==> config.mk <==
export PLATFORM = sky130hd
export DESIGN_NAME = euc_to_sjis_crlf_converter_top_flat
export DESIGN_NICKNAME = d
export VERILOG_FILES = /design/src/hdl/ecsc_pkg.sv /design/src/hdl/ecsc_if.sv /design/src/hdl/ecsc_front.sv /design/src/hdl/ecsc_queue.sv /design/src/hdl/ecsc_back.sv /design/src/hdl/euc_to_sjis_crlf_converter_top.sv /design/src/flat_wrapper.sv
export SDC_FILE = /design/constraint.sdc
export NUM_CORES = 1
export LEC_CHECK = 0
export BUFFER_PORTS_ARGS = -buffer_cell sky130_fd_sc_hd__buf_4
export CAP_MARGIN = 5
export CELL_PAD_IN_SITES_DETAIL_PLACEMENT = 1
export CELL_PAD_IN_SITES_GLOBAL_PLACEMENT = 1
export CORE_AREA = 4 4 96 98
export CTS_CLUSTER_DIAMETER = 100
export CTS_CLUSTER_SIZE = 8
export DETAILED_ROUTE_END_ITERATION = 8
export DIE_AREA = 0 0 100 102
export PLACE_DENSITY_LB_ADDON = 0.1
export SLEW_MARGIN = 40
export SYNTH_ARGS = -nofsm -noshare
export SYNTH_HDL_FRONTEND = slang
export SYNTH_SLANG_ARGS = --single-unit
==> constraint.sdc <==
create_clock -name i_clk -period 2.4 [get_ports i_clk]
set_clock_uncertainty 0.15 [all_clocks]
set_input_delay 0.24 -clock i_clk [delete_from_list [all_inputs] [get_ports i_clk]]
set_output_delay 0.24 -clock i_clk [all_outputs]
set_load 0.02 [all_outputs]
==> src/hdl/ecsc_pkg.sv <==
package ecsc_pkg;

    localparam int CFG_IDX_W = 1;
    localparam int CFG_DATA_W = 1;
    localparam logic [CFG_IDX_W-1:0] CFG_IDX_KANJI_EN = 1'b0;
    localparam logic [CFG_IDX_W-1:0] CFG_IDX_HALFKANA_EN = 1'b1;

    localparam logic [7:0] SS2_BYTE = 8'h8E;
    localparam logic [7:0] LF_BYTE = 8'h0A;
    localparam logic [7:0] CR_BYTE = 8'h0D;

    localparam logic [7:0] ROW_SPLIT = 8'h5F;
    localparam logic [7:0] ROW_ADD = 8'h80;
    localparam logic [7:0] ROW_EVEN_OFS = 8'h70;
    localparam logic [7:0] ROW_ODD_OFS = 8'h71;
    localparam logic [7:0] CELL_EVEN_OFS = 8'h7E;
    localparam logic [7:0] CELL_SKIP = 8'h60;
    localparam logic [7:0] CELL_ODD_OFS = 8'h1F;

    localparam int Q_DEPTH = 2;
    localparam int Q_PTR_W = $clog2(Q_DEPTH);
    localparam int Q_CNT_W = $clog2(Q_DEPTH + 1);

    typedef enum logic [2:0] {
        PEND_NONE  = 3'b001,
        PEND_KANJI = 3'b010,
        PEND_KANA  = 3'b100
    } t_pend;

    typedef struct packed {
        logic       two;
        logic [7:0] b0;
        logic [7:0] b1;
        logic       last;
    } t_qent;

    typedef struct packed {
        logic full;
        logic empty;
    } t_qstat;

    function automatic logic [15:0] map_pair(input logic [7:0] lead, input logic [7:0] trail);
        logic [7:0] r;
        logic [7:0] c;
        logic [7:0] s1;
        logic [7:0] s2;
        r = {1'b0, lead[6:0]};
        c = {1'b0, trail[6:0]};
        if (r >= ROW_SPLIT) begin
            r = r + ROW_ADD;
        end
        if (!r[0]) begin
            s1 = {1'b0, r[7:1]} + ROW_EVEN_OFS;
            s2 = c + CELL_EVEN_OFS;
        end else begin
            if (c >= CELL_SKIP) begin
                c = c + 8'd1;
            end
            s1 = {1'b0, r[7:1]} + ROW_ODD_OFS;
            s2 = c + CELL_ODD_OFS;
        end
        return {s1, s2};
    endfunction

endpackage

==> src/hdl/ecsc_if.sv <==
interface ecsc_in_if;
    logic       valid;
    logic       ready;
    logic [7:0] in_byte;
    logic       last_in;

    modport source(output valid, output in_byte, output last_in, input ready);
    modport sink(input valid, input in_byte, input last_in, output ready);
endinterface

interface ecsc_out_if;
    logic       valid;
    logic       ready;
    logic [7:0] out_byte;
    logic       out_last;

    modport source(output valid, output out_byte, output out_last, input ready);
    modport sink(input valid, input out_byte, input out_last, output ready);
endinterface

==> src/hdl/ecsc_front.sv <==
module ecsc_front (
    input  logic           i_clk,
    input  logic           i_rst_n,
    input  logic           i_kanji_en,
    input  logic           i_halfkana_en,
    ecsc_in_if.sink        i_in,
    input  ecsc_pkg::t_qstat i_qstat,
    output logic           o_push,
    output ecsc_pkg::t_qent o_ent
);
    import ecsc_pkg::*;

    t_pend       r_pend, n_pend;
    logic [7:0]  r_held, n_held;
    logic        acc;
    logic [15:0] pair;

    assign i_in.ready = !i_qstat.full;
    assign acc = i_in.valid && i_in.ready;
    assign pair = map_pair(r_held, i_in.in_byte);

    always_comb begin
        n_pend = r_pend;
        n_held = r_held;
        o_push = 1'b0;
        o_ent.two = 1'b0;
        o_ent.b0 = i_in.in_byte;
        o_ent.b1 = i_in.in_byte;
        o_ent.last = i_in.last_in;
        if (acc) begin
            n_pend = PEND_NONE;
            case (r_pend)
                PEND_KANJI: begin
                    o_push = 1'b1;
                    o_ent.two = 1'b1;
                    o_ent.b0 = pair[15:8];
                    o_ent.b1 = pair[7:0];
                end
                PEND_KANA: begin
                    o_push = 1'b1;
                end
                default: begin
                    if (i_kanji_en && i_in.in_byte[7]) begin
                        if (!i_in.last_in) begin
                            if (i_halfkana_en && i_in.in_byte == SS2_BYTE) begin
                                n_pend = PEND_KANA;
                            end else begin
                                n_pend = PEND_KANJI;
                                n_held = i_in.in_byte;
                            end
                        end
                    end else if (i_in.in_byte == LF_BYTE) begin
                        o_push = 1'b1;
                        o_ent.two = 1'b1;
                        o_ent.b0 = CR_BYTE;
                        o_ent.b1 = LF_BYTE;
                    end else begin
                        o_push = 1'b1;
                    end
                end
            endcase
        end
    end

    always_ff @(posedge i_clk) begin
        if (!i_rst_n) begin
            r_pend <= PEND_NONE;
            r_held <= '0;
        end else begin
            r_pend <= n_pend;
            r_held <= n_held;
        end
    end
endmodule

==> src/hdl/ecsc_queue.sv <==
module ecsc_queue (
    input  logic             i_clk,
    input  logic             i_rst_n,
    input  logic             i_push,
    input  ecsc_pkg::t_qent  i_ent,
    input  logic             i_pop,
    output ecsc_pkg::t_qent  o_head,
    output ecsc_pkg::t_qstat o_qstat
);
    import ecsc_pkg::*;

    t_qent               r_mem [Q_DEPTH];
    logic [Q_PTR_W-1:0]  r_wptr, n_wptr;
    logic [Q_PTR_W-1:0]  r_rptr, n_rptr;
    logic [Q_CNT_W-1:0]  r_cnt, n_cnt;
    logic                do_push, do_pop;

    assign o_qstat.full = (r_cnt == Q_CNT_W'(Q_DEPTH));
    assign o_qstat.empty = (r_cnt == '0);
    assign do_push = i_push && !o_qstat.full;
    assign do_pop = i_pop && !o_qstat.empty;
    assign o_head = r_mem[r_rptr];

    always_comb begin
        n_wptr = r_wptr;
        n_rptr = r_rptr;
        n_cnt = r_cnt;
        if (do_push) begin
            n_wptr = (r_wptr == Q_PTR_W'(Q_DEPTH - 1)) ? '0 : r_wptr + Q_PTR_W'(1);
        end
        if (do_pop) begin
            n_rptr = (r_rptr == Q_PTR_W'(Q_DEPTH - 1)) ? '0 : r_rptr + Q_PTR_W'(1);
        end
        if (do_push && !do_pop) begin
            n_cnt = r_cnt + Q_CNT_W'(1);
        end else if (!do_push && do_pop) begin
            n_cnt = r_cnt - Q_CNT_W'(1);
        end
    end

    always_ff @(posedge i_clk) begin
        if (do_push) begin
            r_mem[r_wptr] <= i_ent;
        end
    end

    always_ff @(posedge i_clk) begin
        if (!i_rst_n) begin
            r_wptr <= '0;
            r_rptr <= '0;
            r_cnt <= '0;
        end else begin
            r_wptr <= n_wptr;
            r_rptr <= n_rptr;
            r_cnt <= n_cnt;
        end
    end
endmodule

==> src/hdl/ecsc_back.sv <==
module ecsc_back (
    input  logic             i_clk,
    input  logic             i_rst_n,
    input  ecsc_pkg::t_qent  i_head,
    input  ecsc_pkg::t_qstat i_qstat,
    output logic             o_pop,
    ecsc_out_if.source       o_out
);
    import ecsc_pkg::*;

    logic       r_ov, n_ov;
    logic [7:0] r_byte, n_byte;
    logic       r_last, n_last;
    logic       r_phase, n_phase;
    logic       ld;

    assign ld = !r_ov || o_out.ready;
    assign o_out.valid = r_ov;
    assign o_out.out_byte = r_byte;
    assign o_out.out_last = r_last;

    always_comb begin
        n_ov = r_ov;
        n_byte = r_byte;
        n_last = r_last;
        n_phase = r_phase;
        o_pop = 1'b0;
        if (ld) begin
            n_ov = !i_qstat.empty;
            if (!i_qstat.empty) begin
                if (i_head.two && !r_phase) begin
                    n_byte = i_head.b0;
                    n_last = 1'b0;
                    n_phase = 1'b1;
                end else begin
                    n_byte = r_phase ? i_head.b1 : i_head.b0;
                    n_last = i_head.last;
                    n_phase = 1'b0;
                    o_pop = 1'b1;
                end
            end
        end
    end

    always_ff @(posedge i_clk) begin
        if (!i_rst_n) begin
            r_ov <= 1'b0;
            r_phase <= 1'b0;
        end else begin
            r_ov <= n_ov;
            r_phase <= n_phase;
        end
    end

    always_ff @(posedge i_clk) begin
        r_byte <= n_byte;
        r_last <= n_last;
    end
endmodule

==> src/hdl/euc_to_sjis_crlf_converter_top.sv <==
// Channel   Dir  Handshake      Payload
// i_in      in   valid/ready    in_byte[7:0], last_in
// o_out     out  valid/ready    out_byte[7:0], out_last
// cfg       in   i_cfg_we       i_cfg_idx[0:0], i_cfg_wdata[0:0]
//
// One input byte per cycle while the queue is not full; LF and kanji trail bytes
// expand to two output transactions, sent in turn by the single output register.
// Output valid comes from the output register, fed from the two-entry queue.
// Synchronous reset clears pending lead, queue and output valid; modes reset to 1.
// Input stalls only when the queue is full; output stalls hold the output register.
module euc_to_sjis_crlf_converter_top (
    input  logic                           i_clk,
    input  logic                           i_rst_n,
    ecsc_in_if.sink                        i_in,
    ecsc_out_if.source                     o_out,
    input  logic                           i_cfg_we,
    input  logic [ecsc_pkg::CFG_IDX_W-1:0]  i_cfg_idx,
    input  logic [ecsc_pkg::CFG_DATA_W-1:0] i_cfg_wdata
);
    import ecsc_pkg::*;

    logic   r_kanji_en;
    logic   r_halfkana_en;
    logic   push, pop;
    t_qent  ent, head;
    t_qstat qstat;

    always_ff @(posedge i_clk) begin
        if (!i_rst_n) begin
            r_kanji_en <= 1'b1;
            r_halfkana_en <= 1'b1;
        end else if (i_cfg_we) begin
            if (i_cfg_idx == CFG_IDX_KANJI_EN) begin
                r_kanji_en <= i_cfg_wdata[0];
            end
            if (i_cfg_idx == CFG_IDX_HALFKANA_EN) begin
                r_halfkana_en <= i_cfg_wdata[0];
            end
        end
    end

    ecsc_front u_front (
        .i_clk         (i_clk),
        .i_rst_n       (i_rst_n),
        .i_kanji_en    (r_kanji_en),
        .i_halfkana_en (r_halfkana_en),
        .i_in          (i_in),
        .i_qstat       (qstat),
        .o_push        (push),
        .o_ent         (ent)
    );

    ecsc_queue u_queue (
        .i_clk   (i_clk),
        .i_rst_n (i_rst_n),
        .i_push  (push),
        .i_ent   (ent),
        .i_pop   (pop),
        .o_head  (head),
        .o_qstat (qstat)
    );

    ecsc_back u_back (
        .i_clk   (i_clk),
        .i_rst_n (i_rst_n),
        .i_head  (head),
        .i_qstat (qstat),
        .o_pop   (pop),
        .o_out   (o_out)
    );
endmodule

==> src/flat_wrapper.sv <==
// flat-port wrapper written by rule: the top's interface ports become plain ports
module euc_to_sjis_crlf_converter_top_flat import ecsc_pkg::*;
  (i_clk, i_rst_n, i_cfg_we, i_cfg_idx, i_cfg_wdata, i_in_valid, i_in_in_byte, i_in_last_in, i_in_ready, o_out_valid, o_out_out_byte, o_out_out_last, o_out_ready);
  ecsc_in_if i_in_i ();
  ecsc_out_if o_out_i ();
  input  logic i_clk;
  input  logic i_rst_n;
  input  logic i_cfg_we;
  input  logic [ecsc_pkg::CFG_IDX_W-1:0] i_cfg_idx;
  input  logic [ecsc_pkg::CFG_DATA_W-1:0] i_cfg_wdata;
  input wire logic [$bits(i_in_i.valid)-1:0] i_in_valid;
  input wire logic [$bits(i_in_i.in_byte)-1:0] i_in_in_byte;
  input wire logic [$bits(i_in_i.last_in)-1:0] i_in_last_in;
  output wire logic [$bits(i_in_i.ready)-1:0] i_in_ready;
  output wire logic [$bits(o_out_i.valid)-1:0] o_out_valid;
  output wire logic [$bits(o_out_i.out_byte)-1:0] o_out_out_byte;
  output wire logic [$bits(o_out_i.out_last)-1:0] o_out_out_last;
  input wire logic [$bits(o_out_i.ready)-1:0] o_out_ready;
  assign i_in_i.valid = i_in_valid;
  assign i_in_i.in_byte = i_in_in_byte;
  assign i_in_i.last_in = i_in_last_in;
  assign i_in_ready = i_in_i.ready;
  assign o_out_valid = o_out_i.valid;
  assign o_out_out_byte = o_out_i.out_byte;
  assign o_out_out_last = o_out_i.out_last;
  assign o_out_i.ready = o_out_ready;
  euc_to_sjis_crlf_converter_top u_core (.i_clk(i_clk), .i_rst_n(i_rst_n), .i_in(i_in_i), .o_out(o_out_i), .i_cfg_we(i_cfg_we), .i_cfg_idx(i_cfg_idx), .i_cfg_wdata(i_cfg_wdata));
endmodule
==> results of run 1 <==
==> kinds of logic (layout without fill, tap and decap cells) <==
logic type      Yosys count  in the layout  share of synthesized area (%)
simple gates             91             91                           14.3
flops                    64             64                           50.6
compound gates           60             60                           12.7
buf+inv                  26             71                           3.55
mux                      22             22                           9.40
xor+xnor                 18             18                           4.61
fa+ha+maj                13             13                           4.76
==> area by class of cell <==
cell class	instances	area, um2	area share [%]
inverter	10	37.5	0.924
multi-input combinational	204	1570	38.6
timing repair buffer	45	345	8.50
sequential	64	1730	42.6
clock inverter	4	56.3	1.39
tap	108	135	3.33
clock buffer	12	188	4.62
==> synth_stat cells, types with 10 or more instances <==
master / number
edfxtp_1: 45
nand2_1: 23
dfxtp_1: 19
nor2_1: 17
o21ai_0: 15
ha_1: 13
mux2i_1: 13
and2_1: 10
inv_1: 10
nand3_1: 10
xor2_1: 10
==> per-layer routing <==
| metal | global-route usage, % | vias up | routed length [um] |
|---|---|---|---|
| met2 | 26.9 | 36 | 3610 |
| met4 | 4.66 | 0 | 108 |
| li1 | - | 1177 | - |
| met1 | 20.3 | 1176 | 3540 |
| met3 | 3.89 | 9 | 251 |
| met5 | 0 | - | 0 |
==> registers in the layout (all words and copies together) (netlist names), named ones only <==
| signal | count |
|---|---|
| u_core.u_queue.r_mem | 36 |
| u_core.u_back.o_out.out_byte | 8 |
| u_core.u_front.r_held | 7 |
| u_core.u_front.r_pend | 3 |
| u_core.u_queue.r_cnt | 2 |
| u_core.r_halfkana_en | 1 |
| u_core.r_kanji_en | 1 |
| u_core.u_back.o_out.out_last | 1 |
| u_core.u_back.o_out.valid | 1 |
| u_core.u_back.r_phase | 1 |
| u_core.u_queue.r_rptr | 1 |
| u_core.u_queue.r_wptr | 1 |
==> power breakdown <==
group          internal (mW)  switching [mW]  leakage [nW]  total, mW
Combinational          0.469           0.545         0.887       1.01
Sequential              1.43          0.0784         0.572       1.51
Clock                  0.639           0.419         0.123       1.06
==> worst max-delay path, stage by stage, from the launching register on <==
cell and delay [ns]:
dfxtp_1 0.35, xor2_1 0.19, and2_1 0.19, o21ai_1 0.25, inv_1 0.10, ha_1 0.34, or3_1 0.35, a21boi_0 0.15
==> metrics by stage <==
step,cells,power (mW),worst slack (ns)
2_1_floorplan,294,2.19,0.0105
3_3_place_gp,428,2.54,0.0568
5_1_grt,447,3.80,0.0708
6_report,447,3.58,0.253
4_1_cts,447,3.65,0.209
3_5_place_dp,428,2.57,0.0419
==> how the worst max path moves through the flow <==
stage / depth (start not counted) / slack [ns] / end / start
after global routing: 7 / 0.07 / u_core.u_queue.r_cnt[1] / u_core.u_queue.r_cnt[1]
after global placement: 10 / 0.06 / u_core.u_queue.r_mem[1][5] / i_in_in_byte[1]
after detailed placement: 10 / 0.04 / u_core.u_queue.r_mem[0][5] / i_in_in_byte[0]
after floorplan: 10 / 0.01 / u_core.u_queue.r_mem[0][5] / i_in_in_byte[0]
final: 7 / 0.25 / u_core.u_queue.r_cnt[1] / u_core.u_front.r_pend[2]
after CTS: 7 / 0.21 / u_core.u_queue.r_cnt[1] / u_core.u_front.r_pend[2]
==> run_results.csv, run 1 <==
group,metric,value,unit
worst_setup_path,cp.arrival,2.26,ns
clocking,cts_max_level,3,
synthesis,synth-async-reset-ratio,0,%
synthesis,synth_seq_area_share,50.6,%
routing,drtPass1Iterations,4,
floorplanning,pin_count,27,
routing,drt-wirelength-per-cell,16.8,um
final_layout,nets,363,
sta,hold_viol,0,
final_layout,mostFrequentLayoutCell,"edfxtp_1",
sta,worst_pin_slew,0.426,ns
worst_setup_path,r2r.worst_path.cells,7,
clocking,clock_latency,0.33,ns
routing,routed_wl,7510,um
final_layout,design_area,0.00406,mm2
final_layout,fin_util,48.0,%
floorplanning,fp.dieArea,0.0102,mm2
routing,drc,0,
synthesis,syn_area_per_cell,11.6,um2
place,port_buffers,26,
final_layout,final_cell_mix,"45 x edfxtp_1, 42 x buf_4, 23 x nand2_1, 19 x dfxtp_1, 17 x nor2_1",
global_routing,antenna_found_initial,0,
worst_setup_path,r2r_end,"u_core.u_queue.r_cnt[1]",
global_routing,groute.usage.overall,15.9,%
floorplanning,start_util,40.4,%
clocking,cts_hold_buf,3,
run,max_cap_viol_count,0,
sta,worst_hold_slack,0.0240,ns
sta,min_period,2.15,ns
place,hpwl,5490,um
routing,viasPerCell,5.36,
worst_setup_path,worstSetupEndpointType,"register",
place,place_area,0.00379,mm2
worst_setup_path,r2r-start,"u_core.u_front.r_pend[2]",
worst_setup_path,crit_type,"register to register",
place,gp_congestion,0.785,
synthesis,synth.largest_area_cell,"edfxtp_1",
sta,period_share,89.5,%
floorplanning,rows,34,
floorplanning,die_h,102,um
worst_setup_path,r2r_slack,0.25,ns
power,p_per_area,882,mW/mm2
min_path,hold_end,"u_core.r_halfkana_en",
synthesis,ys_ff_latch,64,
sta,timing.slew.headroom,70.9,%
global_routing,grt.overflow.total,0,
global_routing,grt_max_degree,22,
final_layout,fill_cells,922,
final_layout,syn_to_final_growth,18.8,%
clocking,clockRootBuffer,"clkbuf_8",
min_path,hold_path.class,"primary input to register",
clocking,post_cts_buffers,0,
worst_setup_path,cp_max_fo,4,
worst_setup_path,crit_required,2.52,ns
floorplanning,core,0.00847,mm2
synthesis,synthDistinctLibCells,56,
routing,route.antenna.remaining_nets,0,
routing,via_count,2398,
synthesis,synth_edf_count,45,
floorplanning,die_x,100,um
synthesis,synth_area_leaders,"edfxtp_1 40%, dfxtp_1 11%, mux4_2 5.3%",
synthesis,synthFlopType,"edfxtp_1",
final_layout,insertedDiodeCount,0,
synthesis,yosys_warnings,0,
sta,rsz0062_at_grt,"no",
synthesis,synth_area,0.00342,mm2
clocking,clkTransAtPathRegs,0.07,ns
clocking,cts_resized,0,
worst_setup_path,cp-start-kind,"register",
global_routing,grt_pass1_vias,2473,
final_layout,drive_gt1_share,23.0,%
sta,maxSlewViolCount,0,
power,power.leakage,1.58,nW
sta,setup_viol,0,
synthesis,syn_inst,294,
min_path,hold_depth,3,
clocking,tritoncts,"done",
global_routing,grt_pass1_wl,12500,um
sta,fmax,466,MHz
clocking,cts_sinks,64,
clocking,numCtsBuffers,9,
min_path,hp-start,"i_cfg_we",
outcome,outcome,"finished clean",
synthesis,synth.top_cell.area_share,39.5,%
clocking,clk_path_buf_depth,2,
synthesis,syn_nets,323,
power,ir_drop,0.247,mV
sta,setup_tns,0,ns
routing,drt_iter0_drc,68,
No activity file was read; power rests on OpenSTA's default activity.
==> inputs of run 2 (changes only) <==
==> constraint.sdc (replaced) <==
create_clock -name i_clk -period 2.4 [get_ports i_clk]
set_clock_uncertainty 0.15 [all_clocks]
set_input_delay 0.36 -clock i_clk [delete_from_list [all_inputs] [get_ports i_clk]]
set_output_delay 0.36 -clock i_clk [all_outputs]
set_load 0.02 [all_outputs]
==> run_results.csv, run 2 (synthesis results as in run 1) <==
group,metric,value,unit
floorplanning,die_x,100,um
clocking,cts_hold_buf,0,
clocking,post_cts_buffers,0,
outcome,outcome,"finished clean",
power,p_switching,1.05,mW
power,internal_power,2.34,mW
sta,hold_viol,0,
routing,route.antenna.remaining_nets,0,
routing,drt-wirelength-per-cell,17.7,um
worst_setup_path,cp_max_fo,4,
worst_setup_path,crit_required,2.52,ns
worst_setup_path,r2r-start,"u_core.u_front.r_pend[2]",
sta,setup_tns,0,ns
final_layout,fill_cells,909,
sta,rsz0062_at_grt,"no",
routing,viasPerCell,5.38,
global_routing,antenna_found_initial,0,
clocking,cts_sinks,64,
worst_setup_path,crit_family,"simple AND/OR/NAND/NOR gates",
floorplanning,core,0.00847,mm2
final_layout,drive_gt1_share,24.2,%
final_layout,regMostFlops,"u_core.u_queue.r_mem",
sta,layout_setup_ws,0.222,ns
worst_setup_path,crit_start,"u_core.u_front.r_pend[2]",
global_routing,grt_max_degree,22,
run,max_cap_viol_count,0,
final_layout,largest_reg_flops,36,
floorplanning,rows,34,
worst_setup_path,cpPeakStageDelay,0.36,ns
floorplanning,fp.dieArea,0.0102,mm2
final_layout,insertedDiodeCount,0,
routing,drc,0,
place,preCtsSetupSlack,-0.0997,ns
power,p_per_area,845,mW/mm2
routing,highest_layer,"met4",
sta,fmax,459,MHz
clocking,clk_path_buf_depth,2,
final_layout,final_cell_mix,"45 x buf_4, 45 x edfxtp_1, 23 x nand2_1, 19 x dfxtp_1, 17 x nor2_1",
routing,met1_length,3690,um
sta,period_share,90.8,%
floorplanning,start_util,40.4,%
routing,drt_iter0_drc,100,
final_layout,fin_util,47.3,%
power,p_clk_share,25.3,%
power,power.leakage,1.56,nW
worst_setup_path,cp.arrival,2.29,ns
power,combPwrFrac,30.1,%
place,gp_congestion,0.748,
min_path,hold_path.class,"primary input to register",
worst_setup_path,critPathBufInv,1,
routing,via_count,2405,
clocking,numCtsBuffers,9,
routing,wl_met3,272,um
sta,worst_pin_slew,0.428,ns
place,hpwl,5890,um
clocking,clkTransAtPathRegs,0.08,ns
clocking,cts_max_level,3,
clocking,tritoncts,"done",
sta,setup_viol,0,
clocking,clockRootBuffer,"clkbuf_8",
final_layout,syn_to_final_growth,17.2,%
routing,routed_wl,7900,um
global_routing,grt.overflow.total,0,
place,dp.cells,431,
min_path,hp-start,"i_in_last_in",
sta,min_period,2.18,ns
final_layout,fin_cells,447,
clocking,cts_resized,0,
power,seq_power_share,44.6,%
global_routing,grt_pass1_wl,13300,um
clocking,clock_latency,0.34,ns
worst_setup_path,cp-start-kind,"register",
floorplanning,die_h,102,um
sta,timing.slew.headroom,71.2,%
place,port_buffers,26,
worst_setup_path,crit_chain,"xor2_1 > and2_1 > o21ai_1 > inv_1 > ha_1 > or3_1 > a21boi_0",
power,swShare,31.0,%
worst_setup_path,worst_path_max_delay_cell,"dfxtp_1",
final_layout,nets,363,
routing,drtPass1Iterations,4,
global_routing,grt_pass1_vias,2598,
global_routing,groute.usage.overall,17.0,%
routing,route.met2.wl,3840,um
worst_setup_path,crit_type,"register to register",
floorplanning,pin_count,27,
worst_setup_path,worstSetupEndpointType,"register",
power,ir_drop,0.249,mV
sta,maxSlewViolCount,0,
-- run 2: layout make-up --
type / instances / area, um2 / share of cell area, %
sequential: 64 / 1730 / 43.2
timing repair buffer: 45 / 338 / 8.43
inverter: 10 / 37.5 / 0.937
clock buffer: 11 / 153 / 3.81
clock inverter: 5 / 31.3 / 0.781
tap: 108 / 135 / 3.37
multi-input combinational: 204 / 1580 / 39.4
-- run 2: final timing paths --
kind,endpoint,slack [ns],cells past startpoint
worst max-delay path,u_core.u_queue.r_cnt[1],0.22,7
worst min-delay path,u_core.u_queue.r_mem[1][0],0.08,1
worst max register to register,u_core.u_queue.r_cnt[1],0.22,7
worst min register to register,u_core.r_halfkana_en,0.32,2
-- run 2: through the flow --
stage | hold slack [ns] | total power [mW] | instance area, um2
detailed placement | 0.308 | 2.58 | 3820
CTS | 0.0704 | 3.44 | 4010
floorplan | 0.281 | 2.20 | 3440
finish | 0.0847 | 3.39 | 4010
global placement | 0.301 | 2.55 | 3820
global route | 0.0726 | 3.58 | 4010
-- run 2: per-layer routing --
metal	global-route usage [%]	up-vias
met2	28.3	40
met5	0	-
met1	22.2	1180
met4	5.91	0
met3	3.55	7
li1	-	1178
-- run 2: power groups by stage --
stage / combinational [mW] / sequential, mW / clock [mW]
floorplan: 0.569 / 1.63 / 0
global placement: 1.02 / 1.53 / 0
detailed placement: 1.04 / 1.54 / 0
CTS: 1.05 / 1.52 / 0.877
global route: 1.12 / 1.53 / 0.931
finish: 1.02 / 1.51 / 0.856
==> inputs of run 3 (changes only) <==
--- a/config.mk
+++ b/config.mk
@@ -14,8 +14,9 @@
 export CTS_CLUSTER_SIZE = 8
 export DETAILED_ROUTE_END_ITERATION = 8
 export DIE_AREA = 0 0 100 102
-export PLACE_DENSITY_LB_ADDON = 0.1
+export PLACE_DENSITY = 0.69
 export SLEW_MARGIN = 40
 export SYNTH_ARGS = -nofsm -noshare
 export SYNTH_HDL_FRONTEND = slang
+export SYNTH_HIERARCHICAL = 1
 export SYNTH_SLANG_ARGS = --single-unit
==> run_results.csv, run 3 <==
group,metric,value,unit
outcome,outcome,"finished clean",
place,port_buffers,26,
clocking,numCtsBuffers,9,
place,gp_congestion,0.837,
final_layout,fin_cells,460,
final_layout,syn_to_final_growth,17.8,%
clocking,cts_sinks,64,
synthesis,synth.top_cell.area_share,39.0,%
global_routing,groute.usage.overall,16.5,%
routing,via_count,2444,
place,dp.cells,444,
worst_setup_path,worst_path_max_delay_cell,"dfxtp_1",
final_layout,fill_cells,947,
floorplanning,rows,34,
worst_setup_path,worstSetupEndpointType,"register",
clocking,clockRootBuffer,"clkbuf_8",
place,place_area,0.00389,mm2
sta,hold_viol,0,
floorplanning,die_h,102,um
synthesis,synthDistinctLibCells,56,
worst_setup_path,cp.arrival,2.35,ns
synthesis,synth.most_common_cell,"edfxtp_1",
final_layout,largest_reg_flops,36,
sta,fmax,450,MHz
routing,viasPerCell,5.31,
floorplanning,die_x,100,um
floorplanning,pin_count,27,
final_layout,regMostFlops,"u_core/u_queue/r_mem",
power,p_switching,1.07,mW
power,ir_drop,0.325,mV
final_layout,seq_area,0.00173,mm2
routing,routed_wl,7800,um
synthesis,synth.largest_area_cell,"edfxtp_1",
synthesis,syn_nets,332,
synthesis,synthFlopType,"edfxtp_1",
synthesis,synth_area,0.00346,mm2
floorplanning,start_util,40.9,%
sta,timing.slew.headroom,48.7,%
clocking,cts_max_level,3,
global_routing,grt_max_degree,21,
final_layout,drive_gt1_share,27.6,%
synthesis,syn_inst,304,
place,hpwl,5580,um
power,internal_power,2.42,mW
synthesis,ys_ff_latch,64,
routing,drc,0,
final_layout,nets,375,
sta,worst_pin_slew,0.763,ns
floorplanning,core,0.00847,mm2
worst_setup_path,crit_required,2.52,ns
worst_setup_path,cp-start-kind,"register",
routing,drt-wirelength-per-cell,17.0,um
synthesis,synth_edf_count,45,
synthesis,synth_seq_area_share,50.0,%
final_layout,insertedDiodeCount,0,
power,p_per_area,857,mW/mm2
worst_setup_path,cp_max_fo,5,
sta,layout_setup_ws,0.175,ns
power,combPwrFrac,31.0,%
synthesis,synth-async-reset-ratio,0,%
synthesis,yosys_warnings,6,
synthesis,syn_area_per_cell,11.4,um2
synthesis,synth_common_cells,"45 x edfxtp_1, 27 x mux2_2, 22 x nand2_1, 19 x dfxtp_1, 16 x nor2_1",
min_path,hold_path.class,"primary input to register",
clocking,cts_resized,0,
clocking,tritoncts,"done",
sta,maxSlewViolCount,0,
power,seq_power_share,43.7,%
routing,drtPass1Iterations,4,
floorplanning,fp.dieArea,0.0102,mm2
power,power.leakage,1.51,nW
sta,min_period,2.22,ns
synthesis,synth_area_leaders,"edfxtp_1 39%, dfxtp_1 11%, mux2_2 8.8%",
sta,period_share,92.7,%
worst_setup_path,critPathBufInv,2,
worst_setup_path,crit_type,"register to register",
worst_setup_path,crit_family,"simple AND/OR/NAND/NOR gates",
run,max_cap_viol_count,0,
clocking,cts_hold_buf,0,
sta,rsz0062_at_grt,"no",
clocking,post_cts_buffers,0,
global_routing,grt_pass1_vias,2511,
global_routing,antenna_found_initial,0,
final_layout,final_cell_mix,"45 x edfxtp_1, 44 x buf_4, 27 x mux2_2, 22 x nand2_1, 19 x dfxtp_1",
final_layout,mostFrequentLayoutCell,"edfxtp_1",
place,preCtsSetupSlack,-0.0164,ns
sta,setup_viol,0,
worst_setup_path,cpPeakStageDelay,0.36,ns
power,finalPower,3.50,mW
routing,route.antenna.remaining_nets,0,
power,p_clk_share,25.3,%
global_routing,grt.overflow.total,0,
power,swShare,30.7,%
clocking,clkTransAtPathRegs,0.07,ns
final_layout,design_area,0.00408,mm2
global_routing,grt_pass1_wl,12900,um
worst_setup_path,crit_chain,"nand2b_1 > inv_2 > nor2b_1 > and2_1 > inv_1 > nor2_1 > ha_1 > or3_1 > a21boi_1",
clocking,clk_path_buf_depth,2,
clocking,clock_latency,0.34,ns
routing,drt_iter0_drc,97,
final_layout,multi_input_area,0.00161,mm2
[run 3: cell types whose count changed in the layout (fill, tap and decap cells not counted), moves of 4 or more]
cell,before,now
xor2_1,10,6
nor2b_1,6,11
mux4_2,8,0
mux2_2,1,27
nand4_1,3,7
a21oi_1,7,11
o21ai_0,15,11
[run 3: layout make-up]
type | count | share of cell area, %
tap | 108 | 3.31
multi-input combinational | 214 | 39.5
timing repair buffer | 46 | 9.07
clock buffer | 9 | 3.03
clock inverter | 7 | 1.53
inverter | 12 | 1.10
sequential | 64 | 42.4
[run 3: metrics by stage]
| stage | util, % | setup TNS, ns | hold WS (ns) |
|---|---|---|---|
| finish | 48.2 | 0 | 0.100 |
| global route | 48.2 | 0 | 0.0831 |
| CTS | 48.2 | 0 | 0.0925 |
| detailed placement | 46.0 | -0.0328 | 0.334 |
| global placement | 46.0 | 0 | 0.325 |
| floorplan | - | 0 | 0.269 |
[run 3: routing by layer]
metal  up-vias  GRT usage, %  share of wire [%]
met1      1190          21.5                 47
met2        42          26.6                 48
li1       1202             -                  -
met3        10          4.51                3.4
met5         -             0                  0
met4         0          6.01                1.5
[run 3: logic make-up (layout without fill, tap and decap cells)]
kind of cell	after synthesis	after routing	share of synthesized area, %
AO/OA/AOI/OAI	53	53	10.6
XOR/XNOR	16	16	4.26
adder cells (fa/ha/maj)	12	12	4.33
buffers and inverters	26	74	3.47
flip-flops	64	64	50.0
multiplexers	38	38	12.0
AND/OR/NAND/NOR	95	95	15.4
[run 3: power groups by stage]
stage / clock (mW) / combinational [mW] / sequential, mW
finish: 0.886 / 1.08 / 1.53
global route: 0.966 / 1.18 / 1.55
CTS: 0.912 / 1.10 / 1.53
detailed placement: 0 / 1.10 / 1.55
global placement: 0 / 1.07 / 1.54
floorplan: 0 / 0.612 / 1.64
[run 3: worst paths after layout]
| path | start | end | slack, ns | depth (start not counted) |
|---|---|---|---|---|
| worst max register to register | u_core/u_queue/r_cnt[1] | u_core/u_queue/r_cnt[1] | 0.18 | 9 |
| worst max-delay path | u_core/u_queue/r_cnt[1] | u_core/u_queue/r_cnt[1] | 0.18 | 9 |
| worst min-delay path | i_in_last_in | u_core/u_queue/r_mem[1][0] | 0.10 | 1 |
| worst min register to register | u_core/r_halfkana_en | u_core/r_halfkana_en | 0.35 | 2 |
